--- config.mk ---
export PLATFORM = sky130hd
export DESIGN_NAME = counting_semaphore_wait_queue_flat
export DESIGN_NICKNAME = d
export VERILOG_FILES = /design/src/sv/cswq_pkg.sv /design/src/sv/cswq_in_if.sv /design/src/sv/cswq_out_if.sv /design/src/sv/cswq_ctrl.sv /design/src/sv/cswq_dp.sv /design/src/sv/counting_semaphore_wait_queue.sv /design/src/flat_wrapper.sv
export VERILOG_INCLUDE_DIRS = /design/src /design/src/sv
export SDC_FILE = /design/constraint.sdc
export NUM_CORES = 1
export LEC_CHECK = 0
export ABC_AREA = 1
export BUFFER_PORTS_ARGS = -buffer_cell sky130_fd_sc_hd__buf_2
export CAP_MARGIN = 20
export CORE_ASPECT_RATIO = 1.5
export CORE_MARGIN = 5
export CORE_UTILIZATION = 60
export CTS_CLUSTER_SIZE = 40
export DETAILED_ROUTE_END_ITERATION = 16
export HOLD_SLACK_MARGIN = 0.05
export PLACE_DENSITY = 0.8
export SKIP_LAST_GASP = 1
export SYNTH_ARGS = -nofsm -noshare
export SYNTH_HDL_FRONTEND = slang
export SYNTH_SLANG_ARGS = --single-unit
--- constraint.sdc ---
create_clock -name clk -period 3.2 [get_ports clk]
set_clock_uncertainty 0.1 [all_clocks]
set_input_delay 0.32 -clock clk [delete_from_list [all_inputs] [get_ports clk]]
set_output_delay 0.32 -clock clk [all_outputs]
set_load 0.05 [all_outputs]
--- src/sv/counting_semaphore_wait_queue_assert.svh ---
// Assertion macros used by the semaphore datapath.
`ifndef COUNTING_SEMAPHORE_WAIT_QUEUE_ASSERT_SVH
`define COUNTING_SEMAPHORE_WAIT_QUEUE_ASSERT_SVH

// Check that cond holds at every clock edge out of reset.
`define CSWQ_ASSERT_ALWAYS(lbl, clk, rst_n, cond, msg) \
  lbl: assert property (@(posedge clk) disable iff (!rst_n) (cond)) else $error(msg);

// Check that cons holds in the cycle after ante.
`define CSWQ_ASSERT_NEXT(lbl, clk, rst_n, ante, cons, msg) \
  lbl: assert property (@(posedge clk) disable iff (!rst_n) (ante) |=> (cons)) \
    else $error(msg);

// Check that cons holds in the same cycle as ante.
`define CSWQ_ASSERT_SAME(lbl, clk, rst_n, ante, cons, msg) \
  lbl: assert property (@(posedge clk) disable iff (!rst_n) (ante) |-> (cons)) \
    else $error(msg);

`endif

--- src/sv/cswq_pkg.sv ---
`default_nettype none
package cswq_pkg;

  typedef enum logic [2:0] {
    ST_ACQUIRED = 3'd0,
    ST_FAILED   = 3'd1,
    ST_QUEUED   = 3'd2,
    ST_RELEASED = 3'd3,
    ST_POSTED   = 3'd4,
    ST_FULL     = 3'd5
  } status_t;

  typedef enum logic {
    MODE_WAIT = 1'b0,
    MODE_POST = 1'b1
  } mode_t;

  typedef enum logic {
    S_IDLE = 1'b0,
    S_POST = 1'b1
  } state_t;

  typedef struct packed {
    logic wait_step;
    logic post_load;
    logic rel_step;
    logic close;
  } cmd_t;

  typedef struct packed {
    logic q_nonempty;
    logic count_nonzero;
  } stat_t;

endpackage
`default_nettype wire

--- src/sv/cswq_in_if.sv ---
`default_nettype none
interface cswq_in_if #(
  parameter int ID_WIDTH    = 8,
  parameter int COUNT_WIDTH = 16
);
  logic                   valid;
  logic                   ready;
  logic                   mode;
  logic [ID_WIDTH-1:0]    waiter_id;
  logic                   may_block;
  logic [COUNT_WIDTH-1:0] post_count;

  modport source (output valid, mode, waiter_id, may_block, post_count, input ready);
  modport sink   (input valid, mode, waiter_id, may_block, post_count, output ready);
endinterface
`default_nettype wire

--- src/sv/cswq_out_if.sv ---
`default_nettype none
interface cswq_out_if #(
  parameter int ID_WIDTH    = 8,
  parameter int COUNT_WIDTH = 16
);
  logic                   valid;
  logic                   ready;
  cswq_pkg::status_t      status;
  logic [ID_WIDTH-1:0]    released_id;
  logic [COUNT_WIDTH-1:0] count_now;
  logic                   last;

  modport source (output valid, status, released_id, count_now, last, input ready);
  modport sink   (input valid, status, released_id, count_now, last, output ready);
endinterface
`default_nettype wire

--- src/sv/cswq_ctrl.sv ---
`default_nettype none
module cswq_ctrl (
  input  wire logic          clk,
  input  wire logic          rst_n,
  input  wire logic          in_valid,
  input  wire logic          in_mode,
  output logic               in_ready,
  output logic               out_valid,
  input  wire logic          out_ready,
  input  wire cswq_pkg::stat_t stat,
  output cswq_pkg::cmd_t     cmd
);
  import cswq_pkg::*;

  state_t state_r, state_nxt;
  logic   out_valid_r, out_valid_nxt;
  logic   slot_free;

  assign slot_free = !out_valid_r || out_ready;
  assign out_valid = out_valid_r;

  always_ff @(posedge clk) begin
    if (!rst_n) begin
      state_r     <= S_IDLE;
      out_valid_r <= 1'b0;
    end else begin
      state_r     <= state_nxt;
      out_valid_r <= out_valid_nxt;
    end
  end

  always_comb begin
    state_nxt     = state_r;
    out_valid_nxt = out_valid_r && !out_ready;
    in_ready      = 1'b0;
    cmd           = '0;
    unique case (state_r)
      S_IDLE: begin
        in_ready = slot_free;
        if (in_valid && slot_free) begin
          if (in_mode == MODE_WAIT) begin
            cmd.wait_step = 1'b1;
            out_valid_nxt = 1'b1;
          end else begin
            cmd.post_load = 1'b1;
            state_nxt     = S_POST;
          end
        end
      end
      S_POST: begin
        if (slot_free) begin
          out_valid_nxt = 1'b1;
          if (stat.q_nonempty && stat.count_nonzero) begin
            cmd.rel_step = 1'b1;
          end else begin
            cmd.close = 1'b1;
            state_nxt = S_IDLE;
          end
        end
      end
      default: state_nxt = S_IDLE;
    endcase
  end

endmodule
`default_nettype wire

--- src/sv/cswq_dp.sv ---
`default_nettype none
`include "counting_semaphore_wait_queue_assert.svh"
module cswq_dp #(
  parameter int QUEUE_DEPTH = 16,
  parameter int ID_WIDTH    = 8,
  parameter int COUNT_WIDTH = 16
) (
  input  wire logic                   clk,
  input  wire logic                   rst_n,
  input  wire logic                   cfg_we,
  input  wire logic [COUNT_WIDTH-1:0] cfg_wdata,
  input  wire logic [ID_WIDTH-1:0]    in_waiter_id,
  input  wire logic                   in_may_block,
  input  wire logic [COUNT_WIDTH-1:0] in_post_count,
  input  wire cswq_pkg::cmd_t         cmd,
  output cswq_pkg::stat_t             stat,
  output cswq_pkg::status_t           out_status,
  output logic [ID_WIDTH-1:0]         out_released_id,
  output logic [COUNT_WIDTH-1:0]      out_count_now,
  output logic                        out_last
);
  import cswq_pkg::*;

  localparam int PTR_W  = $clog2(QUEUE_DEPTH);
  localparam int FILL_W = $clog2(QUEUE_DEPTH + 1);

  logic [ID_WIDTH-1:0]    q_mem [QUEUE_DEPTH];
  logic [PTR_W-1:0]       head_r, head_nxt, tail_r, tail_nxt;
  logic [FILL_W-1:0]      fill_r, fill_nxt;
  logic [COUNT_WIDTH-1:0] count_r, count_nxt;
  status_t                status_r, status_nxt;
  logic [ID_WIDTH-1:0]    id_r, id_nxt;
  logic [COUNT_WIDTH-1:0] cnt_out_r, cnt_out_nxt;
  logic                   last_r, last_nxt;
  logic                   push;
  logic [COUNT_WIDTH:0]   sum;
  logic [COUNT_WIDTH-1:0] sat;
  logic                   q_full;

  assign q_full = (fill_r == FILL_W'(QUEUE_DEPTH));
  assign sum    = {1'b0, count_r} + {1'b0, in_post_count};
  assign sat    = sum[COUNT_WIDTH] ? {COUNT_WIDTH{1'b1}} : sum[COUNT_WIDTH-1:0];

  assign stat.q_nonempty    = (fill_r != '0);
  assign stat.count_nonzero = (count_r != '0);

  assign out_status      = status_r;
  assign out_released_id = id_r;
  assign out_count_now   = cnt_out_r;
  assign out_last        = last_r;

  always_comb begin
    head_nxt    = head_r;
    tail_nxt    = tail_r;
    fill_nxt    = fill_r;
    count_nxt   = count_r;
    status_nxt  = status_r;
    id_nxt      = id_r;
    cnt_out_nxt = cnt_out_r;
    last_nxt    = last_r;
    push        = 1'b0;
    if (cmd.wait_step) begin
      last_nxt    = 1'b1;
      id_nxt      = '0;
      cnt_out_nxt = count_r;
      if (count_r != '0) begin
        count_nxt   = count_r - 1'b1;
        cnt_out_nxt = count_r - 1'b1;
        status_nxt  = ST_ACQUIRED;
      end else if (!in_may_block) begin
        status_nxt = ST_FAILED;
      end else if (q_full) begin
        status_nxt = ST_FULL;
      end else begin
        push       = 1'b1;
        status_nxt = ST_QUEUED;
        id_nxt     = in_waiter_id;
        tail_nxt   = (tail_r == PTR_W'(QUEUE_DEPTH - 1)) ? '0 : tail_r + 1'b1;
        fill_nxt   = fill_r + 1'b1;
      end
    end else if (cmd.post_load) begin
      count_nxt = sat;
    end else if (cmd.rel_step) begin
      count_nxt   = count_r - 1'b1;
      cnt_out_nxt = count_r - 1'b1;
      status_nxt  = ST_RELEASED;
      last_nxt    = 1'b0;
      head_nxt    = (head_r == PTR_W'(QUEUE_DEPTH - 1)) ? '0 : head_r + 1'b1;
      fill_nxt    = fill_r - 1'b1;
    end else if (cmd.close) begin
      cnt_out_nxt = count_r;
      status_nxt  = ST_POSTED;
      id_nxt      = '0;
      last_nxt    = 1'b1;
    end
    if (cfg_we) begin
      count_nxt = cfg_wdata;
    end
  end

  always_ff @(posedge clk) begin
    if (!rst_n) begin
      head_r  <= '0;
      tail_r  <= '0;
      fill_r  <= '0;
      count_r <= '0;
    end else begin
      head_r  <= head_nxt;
      tail_r  <= tail_nxt;
      fill_r  <= fill_nxt;
      count_r <= count_nxt;
    end
  end

  always_ff @(posedge clk) begin
    status_r  <= status_nxt;
    cnt_out_r <= cnt_out_nxt;
    last_r    <= last_nxt;
  end

  always_ff @(posedge clk) begin
    if (push) begin
      q_mem[tail_r] <= in_waiter_id;
    end
    if (cmd.rel_step) begin
      id_r <= q_mem[head_r];
    end else begin
      id_r <= id_nxt;
    end
  end

  `CSWQ_ASSERT_ALWAYS(a_fill_bound, clk, rst_n, fill_r <= FILL_W'(QUEUE_DEPTH),
    "queue fill exceeds depth")
  `CSWQ_ASSERT_SAME(a_rel_legal, clk, rst_n, cmd.rel_step,
    stat.q_nonempty && stat.count_nonzero, "release with empty queue or zero count")
  `CSWQ_ASSERT_NEXT(a_rel_pop, clk, rst_n, cmd.rel_step && !cfg_we,
    fill_r == $past(fill_r) - 1'b1, "release did not pop the queue")
  `CSWQ_ASSERT_SAME(a_ptr_align, clk, rst_n, fill_r == '0, head_r == tail_r,
    "empty queue with head and tail apart")

endmodule
`default_nettype wire

--- src/sv/counting_semaphore_wait_queue.sv ---
// Counting semaphore with a FIFO queue of waiter ids. A wait item gives a
// single result: the controller accepts it and the result register shows
// it in the next cycle. A post item first adds its count to the semaphore
// count with saturation in the cycle it is accepted, then the shared
// count/queue datapath pops one waiter per cycle while the output is not
// stalled, then emits the closing result. A new item is accepted only while
// the controller is idle and the result register is empty or its result is
// taken in the same cycle, so a waiting result holds off the input; output
// back-pressure stalls the release and closing steps. Writing cfg_wdata
// with cfg_we loads the live count and leaves queued waiters in place;
// write it only while the block is idle.
`default_nettype none
module counting_semaphore_wait_queue #(
  parameter int QUEUE_DEPTH = 16,
  parameter int ID_WIDTH    = 8,
  parameter int COUNT_WIDTH = 16
) (
  input  wire logic                   clk,
  input  wire logic                   rst_n,
  input  wire logic                   cfg_we,
  input  wire logic [COUNT_WIDTH-1:0] cfg_wdata,
  cswq_in_if.sink                     in_ch,
  cswq_out_if.source                  out_ch
);
  import cswq_pkg::*;

  cmd_t  cmd;
  stat_t stat;

  cswq_ctrl u_ctrl (
    .clk       (clk),
    .rst_n     (rst_n),
    .in_valid  (in_ch.valid),
    .in_mode   (in_ch.mode),
    .in_ready  (in_ch.ready),
    .out_valid (out_ch.valid),
    .out_ready (out_ch.ready),
    .stat      (stat),
    .cmd       (cmd)
  );

  cswq_dp #(
    .QUEUE_DEPTH (QUEUE_DEPTH),
    .ID_WIDTH    (ID_WIDTH),
    .COUNT_WIDTH (COUNT_WIDTH)
  ) u_dp (
    .clk             (clk),
    .rst_n           (rst_n),
    .cfg_we          (cfg_we),
    .cfg_wdata       (cfg_wdata),
    .in_waiter_id    (in_ch.waiter_id),
    .in_may_block    (in_ch.may_block),
    .in_post_count   (in_ch.post_count),
    .cmd             (cmd),
    .stat            (stat),
    .out_status      (out_ch.status),
    .out_released_id (out_ch.released_id),
    .out_count_now   (out_ch.count_now),
    .out_last        (out_ch.last)
  );

endmodule
`default_nettype wire
--- src/flat_wrapper.sv ---
// flat-port wrapper written by rule: the top's interface ports become plain ports
module counting_semaphore_wait_queue_flat import cswq_pkg::*;
#(
  parameter int QUEUE_DEPTH = 16,
  parameter int ID_WIDTH    = 8,
  parameter int COUNT_WIDTH = 16
)
  (clk, rst_n, cfg_we, cfg_wdata, in_ch_valid, in_ch_mode, in_ch_waiter_id, in_ch_may_block, in_ch_post_count, in_ch_ready, out_ch_valid, out_ch_status, out_ch_released_id, out_ch_count_now, out_ch_last, out_ch_ready);
  cswq_in_if #(.ID_WIDTH(ID_WIDTH), .COUNT_WIDTH(COUNT_WIDTH)) in_ch_i ();
  cswq_out_if #(.ID_WIDTH(ID_WIDTH), .COUNT_WIDTH(COUNT_WIDTH)) out_ch_i ();
  input  wire logic clk;
  input  wire logic rst_n;
  input  wire logic cfg_we;
  input  wire logic [COUNT_WIDTH-1:0] cfg_wdata;
  input wire logic [$bits(in_ch_i.valid)-1:0] in_ch_valid;
  input wire logic [$bits(in_ch_i.mode)-1:0] in_ch_mode;
  input wire logic [$bits(in_ch_i.waiter_id)-1:0] in_ch_waiter_id;
  input wire logic [$bits(in_ch_i.may_block)-1:0] in_ch_may_block;
  input wire logic [$bits(in_ch_i.post_count)-1:0] in_ch_post_count;
  output wire logic [$bits(in_ch_i.ready)-1:0] in_ch_ready;
  output wire logic [$bits(out_ch_i.valid)-1:0] out_ch_valid;
  output wire logic [$bits(out_ch_i.status)-1:0] out_ch_status;
  output wire logic [$bits(out_ch_i.released_id)-1:0] out_ch_released_id;
  output wire logic [$bits(out_ch_i.count_now)-1:0] out_ch_count_now;
  output wire logic [$bits(out_ch_i.last)-1:0] out_ch_last;
  input wire logic [$bits(out_ch_i.ready)-1:0] out_ch_ready;
  assign in_ch_i.valid = in_ch_valid;
  assign in_ch_i.mode = in_ch_mode;
  assign in_ch_i.waiter_id = in_ch_waiter_id;
  assign in_ch_i.may_block = in_ch_may_block;
  assign in_ch_i.post_count = in_ch_post_count;
  assign in_ch_ready = in_ch_i.ready;
  assign out_ch_valid = out_ch_i.valid;
  assign out_ch_status = out_ch_i.status;
  assign out_ch_released_id = out_ch_i.released_id;
  assign out_ch_count_now = out_ch_i.count_now;
  assign out_ch_last = out_ch_i.last;
  assign out_ch_i.ready = out_ch_ready;
  counting_semaphore_wait_queue #(.QUEUE_DEPTH(QUEUE_DEPTH), .ID_WIDTH(ID_WIDTH), .COUNT_WIDTH(COUNT_WIDTH)) u_core (.clk(clk), .rst_n(rst_n), .cfg_we(cfg_we), .cfg_wdata(cfg_wdata), .in_ch(in_ch_i), .out_ch(out_ch_i));
endmodule
==> results_dict.tcl, run 1 <==
set metrics [dict create \
    status "completed" \
    worstHoldPathType "in2reg" \
    dp_hpwl_microns 18100 \
    max_freq_mhz 353 \
    grt_max_degree 65 \
    grt-ovfl-total 0 \
    antennaDiodeCount 0 \
    layout.nets 1175 \
    dieArea_sq_um 18600 \
    syn_to_final_growth_pct 13.4 \
    netlist_instances 1016 \
    drc 0 \
    net-switching-power_mw 1.66 \
    start_util_pct 61.1 \
    grt_pass1_vias 7701 \
    cts_setup_buffers 0 \
    antenna_found_initial 0 \
    yosys_most_used_dff "edfxtp_1" \
    synth_cell_types 44 \
    intPower_mw 4.12 \
    synth_edf_count 155 \
    slowest_stage "dfxtp_1" \
    dp_cells 1285 \
    start_kind "flop" \
    final_cells 1317 \
    slowest_delay_ns 0.42 \
    leakagePower_nw 4.38 \
    r2r_setup_slack_ns 0.36 \
    slew_violations 0 \
    drt-initial-drc-count 666 \
    synth_warnings 0 \
    post-place-ws_ns 0.380 \
    critPathRequiredTime_ns 3.28 \
    clkTransAtPathRegs_ns 0.07 \
    worst_slew_pin_slew_ns 0.963 \
    track_usage_pct 28.2 \
    clk-insertion-delay-late_ns 0.43 \
    critPathLaunch "u_core.u_dp.count_r[0]" \
    grt_pass1_wl_microns 40100 \
    ioPinCount 77 \
    root_buffer "clkbuf_16" \
    drtPass1Iterations 5 \
    setup_ws_ns 0.364 \
    fin_crit_sh_pct 88.6 \
    synthesis.area_sq_um 9550 \
    crit_arrival_ns 2.91 \
    ys_ff_latch 191 \
    cts_tree "yes" \
    die_h_microns 164 \
    cts.sinks 191 \
    min_from "cfg_wdata[6]" \
    clock_path_buffers 2 \
    grt_setup_unrepaired "no" \
    layout-drive-gt1-share_pct 15.2 \
    relSlewSlack_pct 35.7 \
    final_design_area_no_fill_sq_um 10800 \
    drv_cap 0 \
    finalSetupViolations 0 \
    port_buffers 76 \
    ir_drop_mv 0.269 \
    cts_resized 0 \
    p_sw_share_pct 28.7 \
    place_area_sq_um 10200 \
    hold_violations 0 \
    drtAntennaViolNets 0 \
    worstSetupPathType "reg2reg" \
    rr_startpoint "u_core.u_dp.count_r[0]" \
    wl_per_cell_microns 19.5 \
    synth_area_per_cell_sq_um 9.40 \
    cts_max_level 4 \
    crit_family "simple AND/OR/NAND/NOR gates" \
    powerDensity_nw_per_um2 534 \
    wl_microns 25700 \
    path_buf_inv 2 \
    cts_buffers 17 \
    vias 7770 \
    cp-end-kind "flop" \
    cpMostUsedCell "nand2_1" \
    period_minus_slack_ns 2.84 \
    rows 56 \
    p_clk_share_pct 36.2 \
    die_w_microns 113 \
    combPwrFrac_pct 15.2 \
    fin_tns_setup_ns 0 \
    pwr-share-seq_pct 48.6 \
    coreArea_sq_um 15600 \
    fill_cells 1196 \
    hold_buffers 0 \
    seq_area_frac_synth_pct 56.3 \
    synth_nets 1090 \
    async_reset_ff_share_pct 0 \
    p_total_mw 5.78 \
    cp_max_fo 28 \
    crit_path_cell_trace "inv_1 -> ha_1 -> nand3_4 -> nor2_2 -> nand2_2 -> o21ai_2 -> nor2_8 -> inv_6 -> nand2_1 -> nand2_1 -> xor2_1" \
    gp_congestion 0.953 \
    detail_route.vias_per_cell 5.90 \
]
[synth_stat cells, types with 2 or more instances]
cell / number / share of area (%)
nand4_1: 3 / 0.20
inv_1: 82 / 3.2
nor2_1: 137 / 5.4
fa_1: 2 / 0.42
or2_2: 10 / 0.66
a31o_2: 2 / 0.18
o211ai_1: 13 / 1.0
nor3_1: 5 / 0.26
clkbuf_1: 29 / 1.1
buf_1: 2 / 0.079
nand3_1: 58 / 3.0
a21oi_1: 49 / 2.6
o21ai_0: 117 / 6.1
nand3b_1: 2 / 0.16
nand2_4: 2 / 0.24
o22ai_1: 11 / 0.72
xor2_1: 20 / 1.8
o221ai_1: 27 / 2.5
edfxtp_1: 155 / 49
dfxtp_1: 36 / 7.5
buf_2: 8 / 0.42
ha_1: 25 / 3.3
o21ai_1: 6 / 0.31
inv_2: 4 / 0.16
nor2_2: 3 / 0.20
nand2_1: 185 / 7.3
nand2_2: 2 / 0.13
xnor2_1: 5 / 0.46
[power by group through the flow]
stage	clock (mW)	combinational [mW]	sequential [mW]
floorplan	0	0.517	2.95
global placement	0	0.853	2.86
detailed placement	0	0.865	2.86
CTS	2.09	0.871	2.80
global route	2.20	0.970	2.81
finish	2.09	0.879	2.81
[path summary, 6_finish.rpt]
kind                                        to  depth (start not counted)
hold / removal          u_core.u_dp.count_r[6]                          3
setup / recovery  u_core.u_dp.out_count_now[0]                         11
setup reg to reg  u_core.u_dp.out_count_now[0]                         11
hold reg to reg          u_core.u_ctrl.state_r                          2
[flip-flops by register name, indices dropped and copies added, names as in the netlist, named ones only]
name and flops:
u_core.u_dp.fill_r 5, u_core.u_dp.out_released_id 8, u_core.u_ctrl.out_valid 1, u_core.u_dp.q_mem 128, u_core.u_ctrl.state_r 1, u_core.u_dp.tail_r 4
u_core.u_dp.head_r 4, u_core.u_dp.out_last 1, u_core.u_dp.count_r 16, u_core.u_dp.out_count_now 16, u_core.u_dp.out_status 3
[cells in the final DEF (no fill, tap or decap), drive strengths merged, types with 20 or more instances in the layout]
master / Yosys / routed
o21ai: 124 / 124
nand3: 60 / 60
dfxtp: 36 / 36
inv: 87 / 93
ha: 25 / 25
buf: 11 / 106
xor2: 20 / 20
a21oi: 49 / 49
nand2: 189 / 189
nor2: 141 / 141
o221ai: 27 / 27
edfxtp: 155 / 155
[routing by layer]
metal | up-vias | wire length [microns] | global-route usage (%)
met5 | - | 0 | 0
met4 | 0 | 1110 | 13.6
met3 | 63 | 1450 | 4.03
met2 | 348 | 14100 | 54.3
met1 | 3665 | 9000 | 29.7
li1 | 3694 | - | -
[logic make-up after synthesis]
group	share of synthesized area [%]
flip-flops	56.3
AND/OR/NAND/NOR	18.6
adder cells (fa/ha/maj)	3.70
AO/OA/AOI/OAI	13.9
XOR/XNOR	2.29
buffers and inverters	5.23
[cell type report]
type                            instances  area (sq um)  share of cell area, %
Clock buffer                           17           425                   3.93
Clock inverter                         15           153                   1.41
Inverter                               88           335                   3.10
Multi-Input combinational cell        697          3670                   33.9
Sequential cell                       191          5380                   49.7
Tap cell                              203           254                   2.35
Timing Repair Buffer                  106           606                   5.60
[worst min-delay path, delay by kind of cell]
family / cells / cell delay, ns
AO/OA/AOI/OAI: 2 / 0.16
buffers and inverters: 1 / 0.08
[per-stage QoR]
step	util (%)	hold WS [ns]
2_1_floorplan	-	0.319
3_3_place_gp	65.6	0.354
3_5_place_dp	65.6	0.358
4_1_cts	69.3	0.0588
5_1_grt	69.3	0.0778
6_report	69.3	0.0685
Power figures use the tool's default switching activity.
==> run 2, diff against run 1 <==
CORE_UTILIZATION = 55   (was 60)
PLACE_DENSITY = 0.75   (was 0.8)
==> run 2 against run 1 <==
Effect of this change: register-to-register slack better by 0.02 ns; power grew 2.7%; critical endpoint unchanged; highest routed layer unchanged; first-iteration DRC count fell by 6.9%; critical path depth is the same.
==> results_dict.tcl, run 2 (synthesized netlist as in run 1, its figures left out) <==
set metrics [dict create \
    root_buffer "clkbuf_16" \
    die_h_microns 171 \
    clkTransAtPathRegs_ns 0.08 \
    syn_to_final_growth_pct 14.2 \
    fin_crit_sh_pct 88.1 \
    grt_setup_unrepaired "no" \
    dp_hpwl_microns 18600 \
    slowest_delay_ns 0.42 \
    crit_family "simple AND/OR/NAND/NOR gates" \
    min_from "cfg_wdata[6]" \
    port_buffers 76 \
    drc 0 \
    detail_route.vias_per_cell 5.86 \
    worst_slew_pin_slew_ns 0.881 \
    clock_path_buffers 2 \
    rows 59 \
    powerDensity_nw_per_um2 544 \
    grt_max_degree 65 \
    ir_drop_mv 0.359 \
    cts_buffers 17 \
    dieArea_sq_um 20100 \
    path_buf_inv 2 \
    cp-end-kind "flop" \
    r2r_setup_slack_ns 0.38 \
    crit_path_cell_trace "inv_1 -> ha_1 -> nand3_4 -> nor2_2 -> nand2_2 -> o21ai_2 -> nor2_8 -> inv_6 -> nand2_1 -> nand2_1 -> xor2_1" \
    max_freq_mhz 355 \
    antenna_found_initial 0 \
    slew_violations 0 \
    worstHoldPathType "in2reg" \
    clk-insertion-delay-late_ns 0.44 \
    final_util_pct 63.4 \
    drt-initial-drc-count 620 \
    fin_tns_setup_ns 0 \
    antennaDiodeCount 0 \
    drtAntennaViolNets 0 \
    r2r_end "u_core.u_dp.out_count_now[0]" \
    drv_cap 0 \
    start_kind "flop" \
    cts_setup_buffers 0 \
    critPathLaunch "u_core.u_dp.count_r[0]" \
    layout.nets 1176 \
    cts_resized 0 \
    cpMostUsedCell "nand2_1" \
    timing.hold.ws_ns 0.0621 \
    start_util_pct 55.5 \
    finalSetupViolations 0 \
    largest_register_ffs 128 \
    hold_violations 0 \
    wl_per_cell_microns 19.5 \
    grt_pass1_wl_microns 40200 \
    cp_max_fo 28 \
    vias 7779 \
    grt_pass1_vias 7719 \
    cts.sinks 191 \
    rr_startpoint "u_core.u_dp.count_r[0]" \
    drtPass1Iterations 5 \
    crit_end "u_core.u_dp.out_count_now[0]" \
    critPathRequiredTime_ns 3.29 \
    cp.depth 11 \
    ioPinCount 77 \
    cts_max_level 4 \
    setup_ws_ns 0.382 \
    period_minus_slack_ns 2.82 \
    worstSetupPathType "reg2reg" \
    mostFrequentLayoutCells "185 x nand2_1, 155 x edfxtp_1, 137 x nor2_1" \
    worstRegToRegCells 11 \
    track_usage_pct 25.7 \
    post-place-ws_ns 0.409 \
    relSlewSlack_pct 41.2 \
    die_w_microns 118 \
    crit_arrival_ns 2.91 \
    grt-ovfl-total 0 \
    layout-drive-gt1-share_pct 15.0 \
    gp_congestion 0.965 \
    coreArea_sq_um 17200 \
    slowest_stage "dfxtp_1" \
    leakagePower_nw 4.42 \
    top_register "u_core.u_dp.q_mem" \
    wl_microns 25900 \
    cts_tree "yes" \
    status "completed" \
    layout_commonest_cell "nand2_1" \
]
==> run 2: cell count changes in the layout (fill, tap and decap cells not counted), sizes merged <==
cell | before | now
inv | 93 | 96
dlygate4sd3 | 0 | 3
clkinvlp | 4 | 0
clkinv | 5 | 6
buf | 106 | 104
==> run 2: worst min-delay path by stage <==
stage | to | slack, ns | cells after the start
CTS | u_core.u_dp.count_r[3] | 0.06 | 3
floorplan | u_core.u_dp.q_mem[0][0] | 0.32 | 0
global placement | u_core.u_ctrl.state_r | 0.35 | 2
detailed placement | u_core.u_ctrl.state_r | 0.36 | 2
global route | u_core.u_dp.count_r[5] | 0.08 | 3
finish | u_core.u_dp.count_r[6] | 0.06 | 3
==> run 2: per-layer routing <==
layer,vias to the layer above,share of wire [%],global-route usage (%)
met4,0,4.9,13.6
met2,369,54,49.5
met1,3618,35,27.0
met3,89,5.8,3.39
met5,-,0,0
li1,3703,-,-
==> run 2: area by class of cell <==
class	count	area (sq um)
multi-input cells	697	3670
clock inverters	15	205
well taps	213	267
flip-flops and latches	191	5380
repair buffers	107	621
clock buffers	17	425
fillers	1460	6300
inverters	88	335
==> run 2: worst register-to-register path: stages (launching register included) <==
cell	delay [ns]
dfxtp_1	0.42
inv_1	0.13
ha_1	0.28
nand3_4	0.14
nor2_2	0.08
nand2_2	0.14
o21ai_2	0.12
nor2_8	0.29
inv_6	0.18
nand2_1	0.39
nand2_1	0.15
xor2_1	0.16
==> run 2: power breakdown <==
| part | internal [mW] | switching (mW) |
|---|---|---|
| combinational | 0.273 | 0.611 |
| sequential | 2.75 | 0.0548 |
| clock | 1.15 | 1.10 |
| total | 4.17 | 1.76 |
==> run 2: timing repair <==
item / CTS / global route
hold endpoints to repair: 3 / 0
hold buffers: 3 / 0
setup endpoints to repair: 0 / 0
==> run 2: per-stage QoR <==
step                power (mW)  cells  cell area, sq um
CTS                       5.94   1328             10900
global route              6.16   1328             10900
global placement          3.72   1293             10200
finish                    5.93   1328             10900
floorplan                 3.47   1016              9550
detailed placement        3.73   1293             10200
